`src/hdl/knn_fifo.sv`:
```
// knn_fifo: small register-based queue with push/full and pop/empty sides
// no dependencies

module knn_fifo #(
    parameter int WIDTH = 8,
    parameter int DEPTH = 2
) (
    input  logic             clk,
    input  logic             rst_n,
    input  logic             push,
    input  logic [WIDTH-1:0] wdata,
    output logic             full,
    input  logic             pop,
    output logic [WIDTH-1:0] rdata,
    output logic             empty
);

    localparam int PW = (DEPTH > 1) ? $clog2(DEPTH) : 1;
    localparam int FW = $clog2(DEPTH + 1);

    logic [WIDTH-1:0] data_reg [DEPTH];
    logic [PW-1:0]    wr_reg, wr_next;
    logic [PW-1:0]    rd_reg, rd_next;
    logic [FW-1:0]    fill_reg, fill_next;
    logic             do_push, do_pop;

    assign full    = (fill_reg == FW'(DEPTH));
    assign empty   = (fill_reg == '0);
    assign do_push = push && !full;
    assign do_pop  = pop && !empty;
    assign rdata   = data_reg[rd_reg];

    // pointer and fill update
    always_comb
    begin
        wr_next   = wr_reg;
        rd_next   = rd_reg;
        fill_next = fill_reg;
        if (do_push)
        begin
            wr_next = (wr_reg == PW'(DEPTH - 1)) ? '0 : wr_reg + PW'(1);
        end
        if (do_pop)
        begin
            rd_next = (rd_reg == PW'(DEPTH - 1)) ? '0 : rd_reg + PW'(1);
        end
        if (do_push && !do_pop)
        begin
            fill_next = fill_reg + FW'(1);
        end
        else if (do_pop && !do_push)
        begin
            fill_next = fill_reg - FW'(1);
        end
    end

    always_ff @(posedge clk or negedge rst_n)
    begin
        if (!rst_n)
        begin
            wr_reg   <= '0;
            rd_reg   <= '0;
            fill_reg <= '0;
        end
        else
        begin
            wr_reg   <= wr_next;
            rd_reg   <= rd_next;
            fill_reg <= fill_next;
        end
    end

    // storage
    always_ff @(posedge clk)
    begin
        if (do_push)
        begin
            data_reg[wr_reg] <= wdata;
        end
    end

endmodule

```
`config.mk`:
```
export PLATFORM = sky130hd
export DESIGN_NAME = knn_fifo
export DESIGN_NICKNAME = d
export VERILOG_FILES = /design/src/hdl/knn_fifo.sv
export SDC_FILE = /design/constraint.sdc
export NUM_CORES = 1
export LEC_CHECK = 0
export ABC_AREA = 1
export BUFFER_PORTS_ARGS = -buffer_cell sky130_fd_sc_hd__clkbuf_2
export CORE_MARGIN = 8
export CORE_UTILIZATION = 47
export DETAILED_ROUTE_END_ITERATION = 6
export PLACE_DENSITY = 0.77
export SLEW_MARGIN = 20
export SYNTH_ARGS = -nofsm -noshare
export SYNTH_HDL_FRONTEND = slang
export SYNTH_SLANG_ARGS = --single-unit
```
`constraint.sdc`:
```
create_clock -name clk -period 1.9 [get_ports clk]
set_clock_uncertainty 0.05 [all_clocks]
set_input_delay 0.57 -clock clk [delete_from_list [all_inputs] [get_ports clk]]
set_output_delay 0.57 -clock clk [all_outputs]
set_load 0.03 [all_outputs]
```
======== Word-level counts from Yosys, hierarchy flattened ========
Memory sizes are Yosys's and may differ from the RTL's.
Index checks and enable logic that the tools add are counted.
operators by class
  add/sub/neg operators ................... 4
  multipliers ............................. 0
  divide/modulo/power cells ............... 0
  order comparisons ....................... 0
  equality and inequality tests ........... 1
  shift-type cells ........................ 0
  multiplexer cells ....................... 6
  bitwise operators ....................... 0
  reductions and logical operators ........ 10
operators by type and width
  cell                   number
  $logic_and A1 B1 Y1    4
  $logic_not A1 Y1       4
  $mux W1                4
  $mux W2                2
  $add A1 B1 Y1 const B  2
  $add A2 B1 Y2 const B  1
  $eq A2 B2 Y1 const B   1
  $logic_not A2 Y1       1
  $reduce_bool A2 Y1     1
  $sub A2 B1 Y2 const B  1
storage, ports and cells
  register bits ........................... 4
  latch bits .............................. 0
  memory bits (writable) .................. 16
  memory bits (read-only) ................. 0
  input bits .............................. 12
  output and inout bits ................... 10
  logic and storage cells ................. 25
  memories ................................ 1
memory list
  memory    words  bits a word  rd ports  clocked after Yosys merged registers in  write ports  line  source
  data_reg  2      8            1         0                                        1            21    logic [WIDTH-1:0] data_reg [DEPTH];

======== Logic depth before layout (Yosys ltp) ========
  depth in word-level cells ............... 7
  mapped depth ............................ 9
  gate-level depth less buffers ........... 9

======== Worst setup path after synthesis ========
OpenSTA, ideal clock, no wires.
  path kind ............................... flip-flop to flip-flop
  from .................................... reg fill_reg[0]
  to ...................................... reg fill_reg[1]
  setup time .............................. 117 ps
  arrival time ............................ 1362 ps
  data required time ...................... 1733 ps
  path slack .............................. 371 ps
  cell stages (with the launch flop) ...... 8
  path buffers ............................ 0
  clock period less this slack ............ 1529 ps
  cells stage by stage .................... dfrtp_1 nor2_2 nor2_2 ha_1 inv_1 nand3_1 nand2_1 nand2_1
between the ends
  word-level cells in the longest chain between the ends .. 6
  elaborated cells between the ends (all ways) .. 15
  those cells by class .................... add/sub: 2; eq/ne: 1; mux: 2; reduce/logical: 10
ends and longest elaborated chain
  what                                 line  source
  start, declared                      24    logic [FW-1:0] fill_reg, fill_next;
  start signal, assigned               69    fill_reg <= fill_next;
  $eq A2 B2 Y1 (*)                     27    assign full = (fill_reg == FW'(DEPTH));
  via full                             12    output logic full,
  $logic_not A1 Y1 (*)                 29    assign do_push = push && !full;
  $logic_and A1 B1 Y1 (*)              29
  $logic_not A1 Y1                     51    else if (do_pop && !do_push)
  $logic_and A1 B1 Y1                  51
  $reduce_bool A2 Y1 (no source line)  -
Mark *: on every way through the listed nets, which the timed path passes. The rest lies on a longest branch. The select of a mux whose other input is x is not followed.
A chain may end at the register's enable or synchronous reset.

======== Final worst setup path ========
  from .................................... reg rd_reg
  to ...................................... out rdata[4]
between the ends
  word-level cells in the longest chain between the ends .. 1
ends and longest elaborated chain
  what                    line  source
  start, declared         23    logic [PW-1:0] rd_reg, rd_next;
  start signal, assigned  68    rd_reg <= rd_next;
  $mem_v2 Z2 W8           -
  end, declared           14    output logic [WIDTH-1:0] rdata,
No other way between the ends.

==> metrics.txt <==
global-route wire length before repair 2440 um; Worst Hold Class in2reg; Tmin final 1.84 ns; CP Max Fanout 9; largest net degree at the start of global routing 12; CTS sink cnt 20; slowest CP cell dfrtp_2; Synth Warn # 0; hpwl dp 1130 um; Vias 582; max reg flops 16; Crit path buffers/inverters 2; clock root cell clkbuf_4; post-route cell area 1010 sq um; CTS tree done; unrepaired setup endpoints after global routing no; Top cell by count, worst path nand2_1; DRT antenna net count 0; DR vias/cell 4.93; GP Congestion 0.702; worst setup margin 0.0561 ns; Die Span X 57.5 um; status finished, final reports clean; sequential share of the synthesized area 71.7%; Final Core Density 60.4%; layout net count 115; setup_tns 0 ns; H-Tree Depth 1; die height 57.5 um; Power Dens Cells 1660 nW/um^2; # setup viols final 0; Place WS 0.248 ns; wire per inst 13.1 um; syn_area_per_cell 11.1 sq um; Starting DRT DRC Count 13; Clock Latency Late Sink 0.30 ns; DP Area 938 sq um; CTS clk-pin slew, worst paths 0.11 ns; filler-free cell count of the finished design 118; Core Box Area 1670 sq um; startpoint types flip-flop; Placed Instances 111; ANT cells 0; initial antenna violation count 0; overflow left after global routing 0; Ports 22; Max VDD drop 0.815 mV; Worst setup EP type output pin; FP Rows 15; Mapped Area 810 sq um; clk buf depth 2; worst-path cell chain inv_4 -> nand2_1 -> nand2_1 -> buf_2; Hold Vio Cnt, Final 0; Post-Syn Nets 86; Max Clock Freq 542 MHz; DRC violations left 0; commonest cells after routing, fill and taps aside 33 x nand2_1, 18 x clkbuf_2, 16 x edfxtp_1; Initial Util 48.5%; library cells used by synthesis 14; most common cell after layout, fill and taps aside nand2_1; number of global-route vias before repair 576; WHS 0.400 ns; Mapped Cells 73; Total Die Area 3310 sq um; Total Routing Usage GR 9.62%; worst path required time 1.28 ns; WL final 1540 um; crit path DAT 1.22 ns; area grow syn2layout 24.7%; Tightest Pin Transition 0.335 ns; FF+latch count, synth 20; Leak Pwr 0.484 nW; port buffer count 21; max incr delay on CP 0.49 ns; max_cap viols 0; Setup CP Type reg2out; Slew Limit Fails 0; final period utilization 97.0%; Max-slew headroom 77.6%; Top Family by Delay on Critical Path flip-flops; fraction of layout cells with a size suffix above 1 31.7%; Pre-antenna DRT Iters 4; Num CTS Buffers 3; total power 1.67 mW
[path summary, 6_finish.rpt]
check,startpoint,endpoint,slack (ns),cells after the start
worst max-delay path,rd_reg,rdata[4],0.06,4
worst min-delay path,wdata[3],data_reg[0][3],0.40,1
worst max register to register,fill_reg[0],fill_reg[1],0.45,6
worst min register to register,wr_reg,wr_reg,0.47,2
max in group asynchronous,rst_n,fill_reg[0],1.12,2
min in group asynchronous,rst_n,fill_reg[1],0.54,2
[worst reg2reg max path, delay by kind of cell (launching register included)]
family / cells / cell delay, ns
and+or+nand+nor: 3 / 0.17
AOI/OAI and AO/OA: 1 / 0.27
DFF: 1 / 0.47
adders and majority gates: 1 / 0.30
buffers and inverters: 1 / 0.08
[per-layer routing]
layer / GRT usage [%] / vias up / wire, um
li1: - / 289 / -
met1: 10.6 / 272 / 632
met2: 16.4 / 16 / 802
met3: 1.79 / 5 / 67
met4: 6.43 / 0 / 42
met5: 0 / - / 0
[area by class of cell]
type | count | area, sq um
repair buffers | 25 | 153
clock inverters | 1 | 3.75
fillers | 159 | 661
clock buffers | 3 | 22.5
multi-input cells | 44 | 194
well taps | 17 | 21.3
inverters | 8 | 32.5
flip-flops and latches | 20 | 583
[power breakdown]
group	switching [mW]	total, mW	internal [mW]
combinational	0.511	0.772	0.261
sequential	0.0877	0.701	0.613
clock	0.125	0.202	0.0765
total	0.724	1.67	0.951
[cells in the mapped netlist (all sizes together)]
cell	n	area share [%]
buf	1	0.62
dfrtp	4	12
edfxtp	16	59
ha	1	1.5
inv	8	3.7
nand2	33	15
nand3	1	0.62
nand3b	1	0.93
nand4	1	0.77
nor2	4	2.5
o21ai	2	1.2
xnor2	1	1.1
[kinds of logic after synthesis]
family                   count (synthesis)  synth area share (%)
adder cells (fa/ha/maj)                  1                  1.55
buffers and inverters                    9                  4.33
XOR/XNOR                                 1                  1.08
flip-flops                              20                  71.7
AO/OA/AOI/OAI                            2                  1.24
AND/OR/NAND/NOR                         40                  20.1
[what timing repair did]
action	in CTS	in global routing
endpoints found under the hold margin	0	4
hold buffers	0	1
gates resized for setup	2	5
setup buffers	0	2
endpoints found under the setup margin	8	9
Power figures use the tool's default switching activity.
