$ cat src/hdl/knn_pkg.sv
// knn_pkg: shared types and constants for the k-nearest-neighbor stencil builder
// used by the front, back and top level modules; depends on nothing

package knn_pkg;

    // fixed field widths
    localparam int IDX_W   = 10;
    localparam int DIST_W  = 25;
    localparam int STAT_W  = 2;
    localparam int CNT_W   = 11;
    localparam int K_W     = 7;
    localparam int DIM_W   = 2;
    localparam int SIZE_W  = 6;
    localparam int SUM_W   = 32;
    localparam int DSTEP_W = 5;

    // apb port
    localparam int ADDR_W  = 4;
    localparam int DATA_W  = 32;

    // register indexes
    localparam logic [1:0] REG_STENCIL = 2'd0;
    localparam logic [1:0] REG_COUNT   = 2'd1;
    localparam logic [1:0] REG_DIMS    = 2'd2;

    // register reset values
    localparam logic [SIZE_W-1:0] STENCIL_RST = 6'd32;
    localparam logic [CNT_W-1:0]  COUNT_RST   = 11'd1024;
    localparam logic [DIM_W-1:0]  DIMS_RST    = 2'd2;

    // result status codes
    localparam logic [STAT_W-1:0] ST_OK     = 2'd0;
    localparam logic [STAT_W-1:0] ST_SINGLE = 2'd1;
    localparam logic [STAT_W-1:0] ST_RANGE  = 2'd2;

    localparam logic [DIST_W-1:0] DIST_MAX = '1;

    // queue depths
    localparam int CMD_DEPTH = 2;
    localparam int RES_DEPTH = 2;

    typedef enum logic [1:0] {
        CMD_LOAD,
        CMD_QUERY,
        CMD_BAD
    } cmd_kind_t;

    typedef struct packed {
        cmd_kind_t        kind;
        logic [IDX_W-1:0] index;
    } cmd_hdr_t;

    // effective configuration seen by the back end
    typedef struct packed {
        logic [CNT_W-1:0] count;
        logic [K_W-1:0]   k;
        logic [DIM_W-1:0] dims;
    } cfg_t;

    typedef struct packed {
        logic [IDX_W-1:0]  neighbor_index;
        logic [DIST_W-1:0] neighbor_distance;
        logic [DIST_W-1:0] average_distance;
        logic [STAT_W-1:0] status;
        logic              last;
    } res_t;

    typedef enum logic [3:0] {
        S_IDLE,
        S_CWAIT,
        S_SCAN,
        S_DRAIN,
        S_ROOT,
        S_EMIT,
        S_SUM,
        S_DIV,
        S_FINAL
    } knn_state_t;

endpackage

$ cat src/hdl/knn_fifo.sv
// knn_fifo: small register-based queue with push/full and pop/empty sides
// no dependencies

module knn_fifo #(
    parameter int WIDTH = 8,
    parameter int DEPTH = 2
) (
    input  logic             clk,
    input  logic             rst_n,
    input  logic             push,
    input  logic [WIDTH-1:0] wdata,
    output logic             full,
    input  logic             pop,
    output logic [WIDTH-1:0] rdata,
    output logic             empty
);

    localparam int PW = (DEPTH > 1) ? $clog2(DEPTH) : 1;
    localparam int FW = $clog2(DEPTH + 1);

    logic [WIDTH-1:0] data_reg [DEPTH];
    logic [PW-1:0]    wr_reg, wr_next;
    logic [PW-1:0]    rd_reg, rd_next;
    logic [FW-1:0]    fill_reg, fill_next;
    logic             do_push, do_pop;

    assign full    = (fill_reg == FW'(DEPTH));
    assign empty   = (fill_reg == '0);
    assign do_push = push && !full;
    assign do_pop  = pop && !empty;
    assign rdata   = data_reg[rd_reg];

    // pointer and fill update
    always_comb
    begin
        wr_next   = wr_reg;
        rd_next   = rd_reg;
        fill_next = fill_reg;
        if (do_push)
        begin
            wr_next = (wr_reg == PW'(DEPTH - 1)) ? '0 : wr_reg + PW'(1);
        end
        if (do_pop)
        begin
            rd_next = (rd_reg == PW'(DEPTH - 1)) ? '0 : rd_reg + PW'(1);
        end
        if (do_push && !do_pop)
        begin
            fill_next = fill_reg + FW'(1);
        end
        else if (do_pop && !do_push)
        begin
            fill_next = fill_reg - FW'(1);
        end
    end

    always_ff @(posedge clk or negedge rst_n)
    begin
        if (!rst_n)
        begin
            wr_reg   <= '0;
            rd_reg   <= '0;
            fill_reg <= '0;
        end
        else
        begin
            wr_reg   <= wr_next;
            rd_reg   <= rd_next;
            fill_reg <= fill_next;
        end
    end

    // storage
    always_ff @(posedge clk)
    begin
        if (do_push)
        begin
            data_reg[wr_reg] <= wdata;
        end
    end

endmodule

$ cat src/hdl/knn_front.sv
// knn_front: configuration registers, input transaction classification and
// command queue; depends on knn_pkg and knn_fifo

module knn_front
    import knn_pkg::*;
#(
    parameter int MAX_POINTS    = 1024,
    parameter int MAX_NEIGHBORS = 32,
    parameter int COORD_BITS    = 24
) (
    input  logic                      clk,
    input  logic                      rst_n,
    // configuration port
    input  logic                      psel,
    input  logic                      penable,
    input  logic                      pwrite,
    input  logic [ADDR_W-1:0]         paddr,
    input  logic [DATA_W-1:0]         pwdata,
    output logic [DATA_W-1:0]         prdata,
    output logic                      pready,
    // input transactions
    input  logic                      push,
    output logic                      full,
    input  logic                      mode,
    input  logic [IDX_W-1:0]          point_index,
    input  logic [COORD_BITS-1:0]     coord_x,
    input  logic [COORD_BITS-1:0]     coord_y,
    input  logic [COORD_BITS-1:0]     coord_z,
    // to back end
    output cfg_t                      cfg,
    output logic                      cmd_empty,
    input  logic                      cmd_pop,
    output cmd_hdr_t                  cmd_hdr,
    output logic [3*COORD_BITS-1:0]   cmd_coord
);

    localparam int CMD_W = $bits(cmd_hdr_t) + 3 * COORD_BITS;

    logic [SIZE_W-1:0] stencil_reg;
    logic [CNT_W-1:0]  count_reg;
    logic [DIM_W-1:0]  dims_reg;
    logic              cfg_wr;
    logic [CNT_W-1:0]  count_eff;
    logic [11:0]       k_a;
    cmd_hdr_t          hdr_in;
    logic              drop;
    logic [CMD_W-1:0]  cmd_word;

    assign pready = 1'b1;
    assign cfg_wr = psel && penable && pwrite;

    // register writes
    always_ff @(posedge clk or negedge rst_n)
    begin
        if (!rst_n)
        begin
            stencil_reg <= STENCIL_RST;
            count_reg   <= COUNT_RST;
            dims_reg    <= DIMS_RST;
        end
        else if (cfg_wr)
        begin
            unique case (paddr[3:2])
                REG_STENCIL: stencil_reg <= pwdata[SIZE_W-1:0];
                REG_COUNT:   count_reg   <= pwdata[CNT_W-1:0];
                REG_DIMS:    dims_reg    <= pwdata[DIM_W-1:0];
                default:     ;
            endcase
        end
    end

    // register reads
    always_comb
    begin
        unique case (paddr[3:2])
            REG_STENCIL: prdata = DATA_W'(stencil_reg);
            REG_COUNT:   prdata = DATA_W'(count_reg);
            REG_DIMS:    prdata = DATA_W'(dims_reg);
            default:     prdata = '0;
        endcase
    end

    // effective count, neighbor count and dimensions
    always_comb
    begin
        count_eff = count_reg;
        if (32'(count_reg) > MAX_POINTS)
        begin
            count_eff = CNT_W'(MAX_POINTS);
        end
        if (count_eff == '0)
        begin
            count_eff = CNT_W'(1);
        end
        k_a = 12'(stencil_reg);
        if (k_a == '0)
        begin
            k_a = 12'd1;
        end
        if (k_a > 12'(MAX_NEIGHBORS))
        begin
            k_a = 12'(MAX_NEIGHBORS);
        end
        if (k_a > 12'(count_eff))
        begin
            k_a = 12'(count_eff[CNT_W-1:1]);
            if (k_a == '0)
            begin
                k_a = 12'd1;
            end
        end
    end

    assign cfg.count = count_eff;
    assign cfg.k     = K_W'(k_a);
    assign cfg.dims  = (dims_reg == '0) ? DIM_W'(1) : dims_reg;

    // classify the incoming transaction
    always_comb
    begin
        hdr_in.index = point_index;
        if (!mode)
        begin
            hdr_in.kind = CMD_LOAD;
        end
        else if (CNT_W'(point_index) >= count_eff)
        begin
            hdr_in.kind = CMD_BAD;
        end
        else
        begin
            hdr_in.kind = CMD_QUERY;
        end
    end

    // loads beyond the store are accepted and dropped
    assign drop     = !mode && (32'(point_index) >= MAX_POINTS);
    assign cmd_word = {hdr_in, coord_z, coord_y, coord_x};

    knn_fifo #(
        .WIDTH (CMD_W),
        .DEPTH (CMD_DEPTH)
    ) u_cmd_fifo (
        .clk   (clk),
        .rst_n (rst_n),
        .push  (push && !drop),
        .wdata (cmd_word),
        .full  (full),
        .pop   (cmd_pop),
        .rdata ({cmd_hdr, cmd_coord}),
        .empty (cmd_empty)
    );

endmodule

$ cat config.mk
export PLATFORM = sky130hd
export DESIGN_NAME = knn_front
export DESIGN_NICKNAME = d
export VERILOG_FILES = /design/src/hdl/knn_pkg.sv /design/src/hdl/knn_fifo.sv /design/src/hdl/knn_front.sv
export SDC_FILE = /design/constraint.sdc
export NUM_CORES = 1
export LEC_CHECK = 0
export BUFFER_PORTS_ARGS = -buffer_cell sky130_fd_sc_hd__buf_4
export CAP_MARGIN = 30
export CORE_UTILIZATION = 44
export CTS_CLUSTER_SIZE = 10
export DETAILED_ROUTE_END_ITERATION = 6
export HOLD_SLACK_MARGIN = 0.02
export PLACE_DENSITY_LB_ADDON = 0.2
export SYNTH_ARGS = -nofsm -noshare
export SYNTH_HDL_FRONTEND = slang
export SYNTH_SLANG_ARGS = --single-unit
$ cat constraint.sdc
create_clock -name clk -period 13.8 [get_ports clk]
set_input_delay 2.07 -clock clk [delete_from_list [all_inputs] [get_ports clk]]
set_output_delay 2.07 -clock clk [all_outputs]
set_load 0.02 [all_outputs]
After elaboration in Yosys (flattened, before gate mapping). Memory sizes are Yosys's and may differ from the RTL's. Cells that the tools add are included.

Memory bits (read-only): 0. Latch bits: 0. Register bits after elaboration: 23. Memories: 1. Output and inout port bits: 139. Input port bits: 126. Word-level logic and storage cells: 54. Memory bits (writable): 168.

Memories: u_cmd_fifo.data_reg (words 2, bits a word 84, read ports 1, clocked after Yosys merged registers in 0, write ports 1, line knn_fifo.sv:21) `logic [WIDTH-1:0] data_reg [DEPTH];`.

Bitwise operators: 0. Equal/unequal tests: 3. Add/subtract/negate cells: 4. Shifts and indexed selects: 0. Divide/modulo/power cells: 0. Mux-type cells: 16. $mul: 0. Reduce and logical (&&, ||, !) cells: 20. $lt $le $gt $ge: 4.

Operators by type and width (count): 11-bit case mux with 3 select lines (1); 11-bit two-way mux (2); 7-bit two-way mux (2); 12-bit by 6-bit > comparator with 1-bit output, second input constant (1); 6-bit two-way mux (2); 10-bit by 11-bit greater-or-equal comparator with 1-bit output (1); 11-bit > comparator, second input constant (1); 6-bit by 11-bit > comparator with 1-bit output (1); 11-bit zero test (1); 10-bit zero test (1); 2-bit two-way mux (5); 1-bit logical AND (6); 2-bit zero test (3); 6-bit zero test (1); 2-bit AND reduction (3); 2-bit equality test, second input constant (2); 1-bit zero test (4); 1-bit two-way mux (4); 1-bit adder, second input constant (2); 2-bit by 1-bit adder with 2-bit output, second input constant (1); 2-bit by 1-bit equality test with 1-bit output, second input constant (1); 2-bit nonzero test (1); 2-bit by 1-bit subtractor with 2-bit output, second input constant (1).

Longest topological paths before layout.
Word-level depth: 7. Depth in mapped cells: 9.

Cells and area by module. A second synthesis with hierarchy kept.

Cells, all modules: 460. Area, all modules: 7988.9 um^2.

Modules (own cells, without submodules): knn_fifo (seq. area each 5144.9 um^2, area each 6266.0 um^2, cells an instance 280, times used 1); knn_front (seq. area each 479.2 um^2, area each 1722.9 um^2, cells an instance 180, times used 1).

Least setup slack after synthesis. Ideal clock, no wire load.

Path kind: input -> register. From: in push. To: mem u_cmd_fifo.data_reg[0][0] (netlist bit), enable pin. Buffers on the path: 0. Slack: 7.613 ns. Data required time: 13.273 ns. Setup time: 0.527 ns. Stages: 2. Arrival: 5.661 ns. Path through: nand2_1 nor2_1.

Word-level cells in the longest chain between the ends: 3.

RTL lines: start: declaration (line knn_front.sv:22) `input logic push,`; 1-bit logical AND (line knn_fifo.sv:29) `assign do_push = push && !full;`; 1-bit two-way mux (line knn_fifo.sv:76) `if (do_push)`; 1-bit two-way mux (implied by the code) (line knn_fifo.sv:78) `data_reg[wr_reg] <= wdata;`; end: declaration (line knn_fifo.sv:21).

Every way passes these cells.

==> out/qor.yml <==
outcome:
  status: "completed"
drt:
  via_per_inst: 5.02
  route.detailed.drc: 0
  vias: 4617
  ant_nets: 0
  dr.pass1.iters: 4
  wl_um: 16400
  wl_per_cell_um: 17.8
  drtIter0Drc: 184
worst_setup_path:
  critical_path_arrival_ps: 3300
  start_kind: "register"
  crit_required_ps: 11730
  worstSetupPathType: "reg2out"
  path_max_fanout: 6
  end_kind: "primary output"
pwr:
  power.density_mw_per_mm2: 204
  p_leak_nw: 4.13
  power.total_mw: 2.11
  ir_drop_mv: 0.105
grt:
  grt_antenna_before_repair: 0
  grt_max_degree: 57
  grt_util_all_layers_pct: 17.6
  grt_pass1_wl_um: 24000
  overflow: 0
  grt_pass1_vias: 4587
sta:
  fmax_mhz: 186
  rsz0062_at_grt: "no"
  tns_ps: 0
  setup_viol: 0
  worst_slew_pin_slew_ps: 618
  min_period_ps: 5370
  drv_slew: 0
  min_period_over_period_pct: 38.9
  hold_violations: 0
  worst_slack_ps: 8430
  finalClockSkew_ps: 11.9
  worst_slew_margin_rel_pct: 58.8
floorplanning:
  die_area_mm2: 0.0186
  core_area_mm2: 0.0175
  die_x_um: 136
  start_util_pct: 45.5
  io_pins: 265
  num_rows: 48
  die-height_um: 136
logic_synthesis:
  synth-main-ff-cell: "edfxtp_1"
  synth-simple-area-share_pct: 4.14
  synth_warnings: 0
  synthArstFlopShare_pct: 12.0
  synth_seq_area_share_pct: 70.7
  synthMuxAreaShare_pct: 15.9
  synth_compound_area_share_pct: 2.27
  syn_avg_cell_area_um2: 17.4
  ys_seq_elements: 191
  synth_top_family_by_area: "multiplexers"
  synth_edf_count: 168
  synth_cells: 457
  syn_area_mm2: 0.00795
  synthXorXnorAreaFrac_pct: 0.551
  synth.distinct_cells: 41
  synthAdderAreaFrac_pct: 2.68
final_layout:
  nets: 824
  largest_reg_flops: 168
  fill_cells: 1367
  post_layout_nonfiller_instances: 919
  final_area_mm2: 0.0103
  drive_gt1_share_pct: 53.9
  area_growth_pct: 30.2
  n_antenna_cell: 0
placement:
  place_area_mm2: 0.00977
  dpl_worst_slack_ps: 8770
  dp_cells: 887
  port_buffers: 218
  dp_hpwl_um: 11700
  routabilityCongestion: 0.858
job:
  cap_viol_max_count: 0
cts:
  cts.sinks: 191
  clkTransAtPathRegs_ps: 70
  hold_buffers: 0
  post_cts.repair.setup_buffers: 0
  clk_path_buf_depth: 2
  cts_tree: "done"
  ctsRootBufferMaster: "clkbuf_16"
  numCtsBuffers: 17
  ctsResizeCount: 0
  cts_max_level: 4
  clk_latency_ps: 430
min_path:
  hold_path.class: "reg2reg"
==> metrics by stage <==
stage / utilization (%) / hold slack (ps)
after floorplan: - / 461
after global placement: 55.8 / 500
after detailed placement: 55.9 / 534
after CTS: 59.2 / 545
after global routing: 59.2 / 554
final: 59.2 / 542
==> cell type report <==
type / count / area [µm²] / area share [%]
multi-input cells: 237 / 2130 / 20.6
well taps: 225 / 282 / 2.72
inverters: 11 / 41.3 / 0.399
flip-flops and latches: 191 / 5630 / 54.4
clock inverters: 14 / 146 / 1.41
clock buffers: 18 / 429 / 4.15
repair buffers: 223 / 1690 / 16.4
==> synthesized netlist by cell type (2+ instances only) <==
library cell	number	area share, %
inv_1	11	0.52
xnor2_1	3	0.33
mux2i_1	7	0.88
ha_1	17	2.7
o211ai_1	2	0.19
buf_2	6	0.38
buf_4	25	2.4
edfxtp_1	168	63
nor2b_1	7	0.55
o211a_1	2	0.25
mux2_2	106	15
nand2_1	9	0.42
nand3_1	4	0.25
and2_2	2	0.19
nor4_1	3	0.24
o21bai_1	2	0.19
buf_1	3	0.14
dfstp_2	3	0.99
xor2_1	2	0.22
and2_1	6	0.47
a211oi_1	5	0.47
o21ai_0	4	0.25
nand2b_1	8	0.63
a21oi_1	3	0.19
nor2_1	9	0.42
clkbuf_1	5	0.24
dfrtp_1	20	6.3
conb_1	2	0.094
==> power by group <==
group          total [mW]  switching [mW]  internal [mW]
Clock               0.467           0.226          0.241
Combinational       0.792           0.432          0.360
Sequential          0.853          0.0674          0.786
Total                2.11           0.725           1.39
==> kinds of logic after synthesis <==
logic type	Yosys count
flops	191
mux	113
simple gates	56
buf+inv	50
compound gates	23
fa+ha+maj	17
xor+xnor	5
other cells	2
==> critical path, cell delays in order (launching register included) <==
cell and delay (ps):
dfrtp_1 460, nor4_4 420, nand3b_1 150, a21oi_1 480
ha_1 330, nand3_1 110, o211ai_2 110, a31oi_4 290
mux2_2 380, buf_4 160
==> metal layers <==
layer  up-vias  wire length [µm]  track usage (%)
met5         -                 0                0
met4         0               368             7.84
met2       196              8320             29.3
li1       2132                 -                -
met1      2263              6400             21.1
met3        26              1320             5.29
==> path summary, 6_finish.rpt <==
| path | depth (start not counted) | from | end | slack, ps |
|---|---|---|---|---|
| max | 9 | count_reg[9] | cfg[4] | 8430 |
| max in group asynchronous | 1 | rst_n | dims_reg[1] | 11960 |
| min | 1 | u_cmd_fifo.fill_reg[1] | u_cmd_fifo.fill_reg[1] | 540 |
| min in group asynchronous | 1 | rst_n | count_reg[5] | 1530 |
| min reg2reg | 1 | u_cmd_fifo.fill_reg[1] | u_cmd_fifo.fill_reg[1] | 540 |
| max reg2reg | 9 | count_reg[9] | u_cmd_fifo.data_reg[0][82] | 10720 |
==> cells in the final DEF, fill, tap and decap left out, types with 8 or more instances in the layout <==
master	n
buf_4	222
edfxtp_1	168
mux2_2	106
conb_1	23
dfrtp_1	19
ha_1	17
clkbuf_16	17
inv_1	11
nand2_1	9
nand2b_1	8
nor2_1	8
No activity file was read; power rests on OpenSTA's default activity.
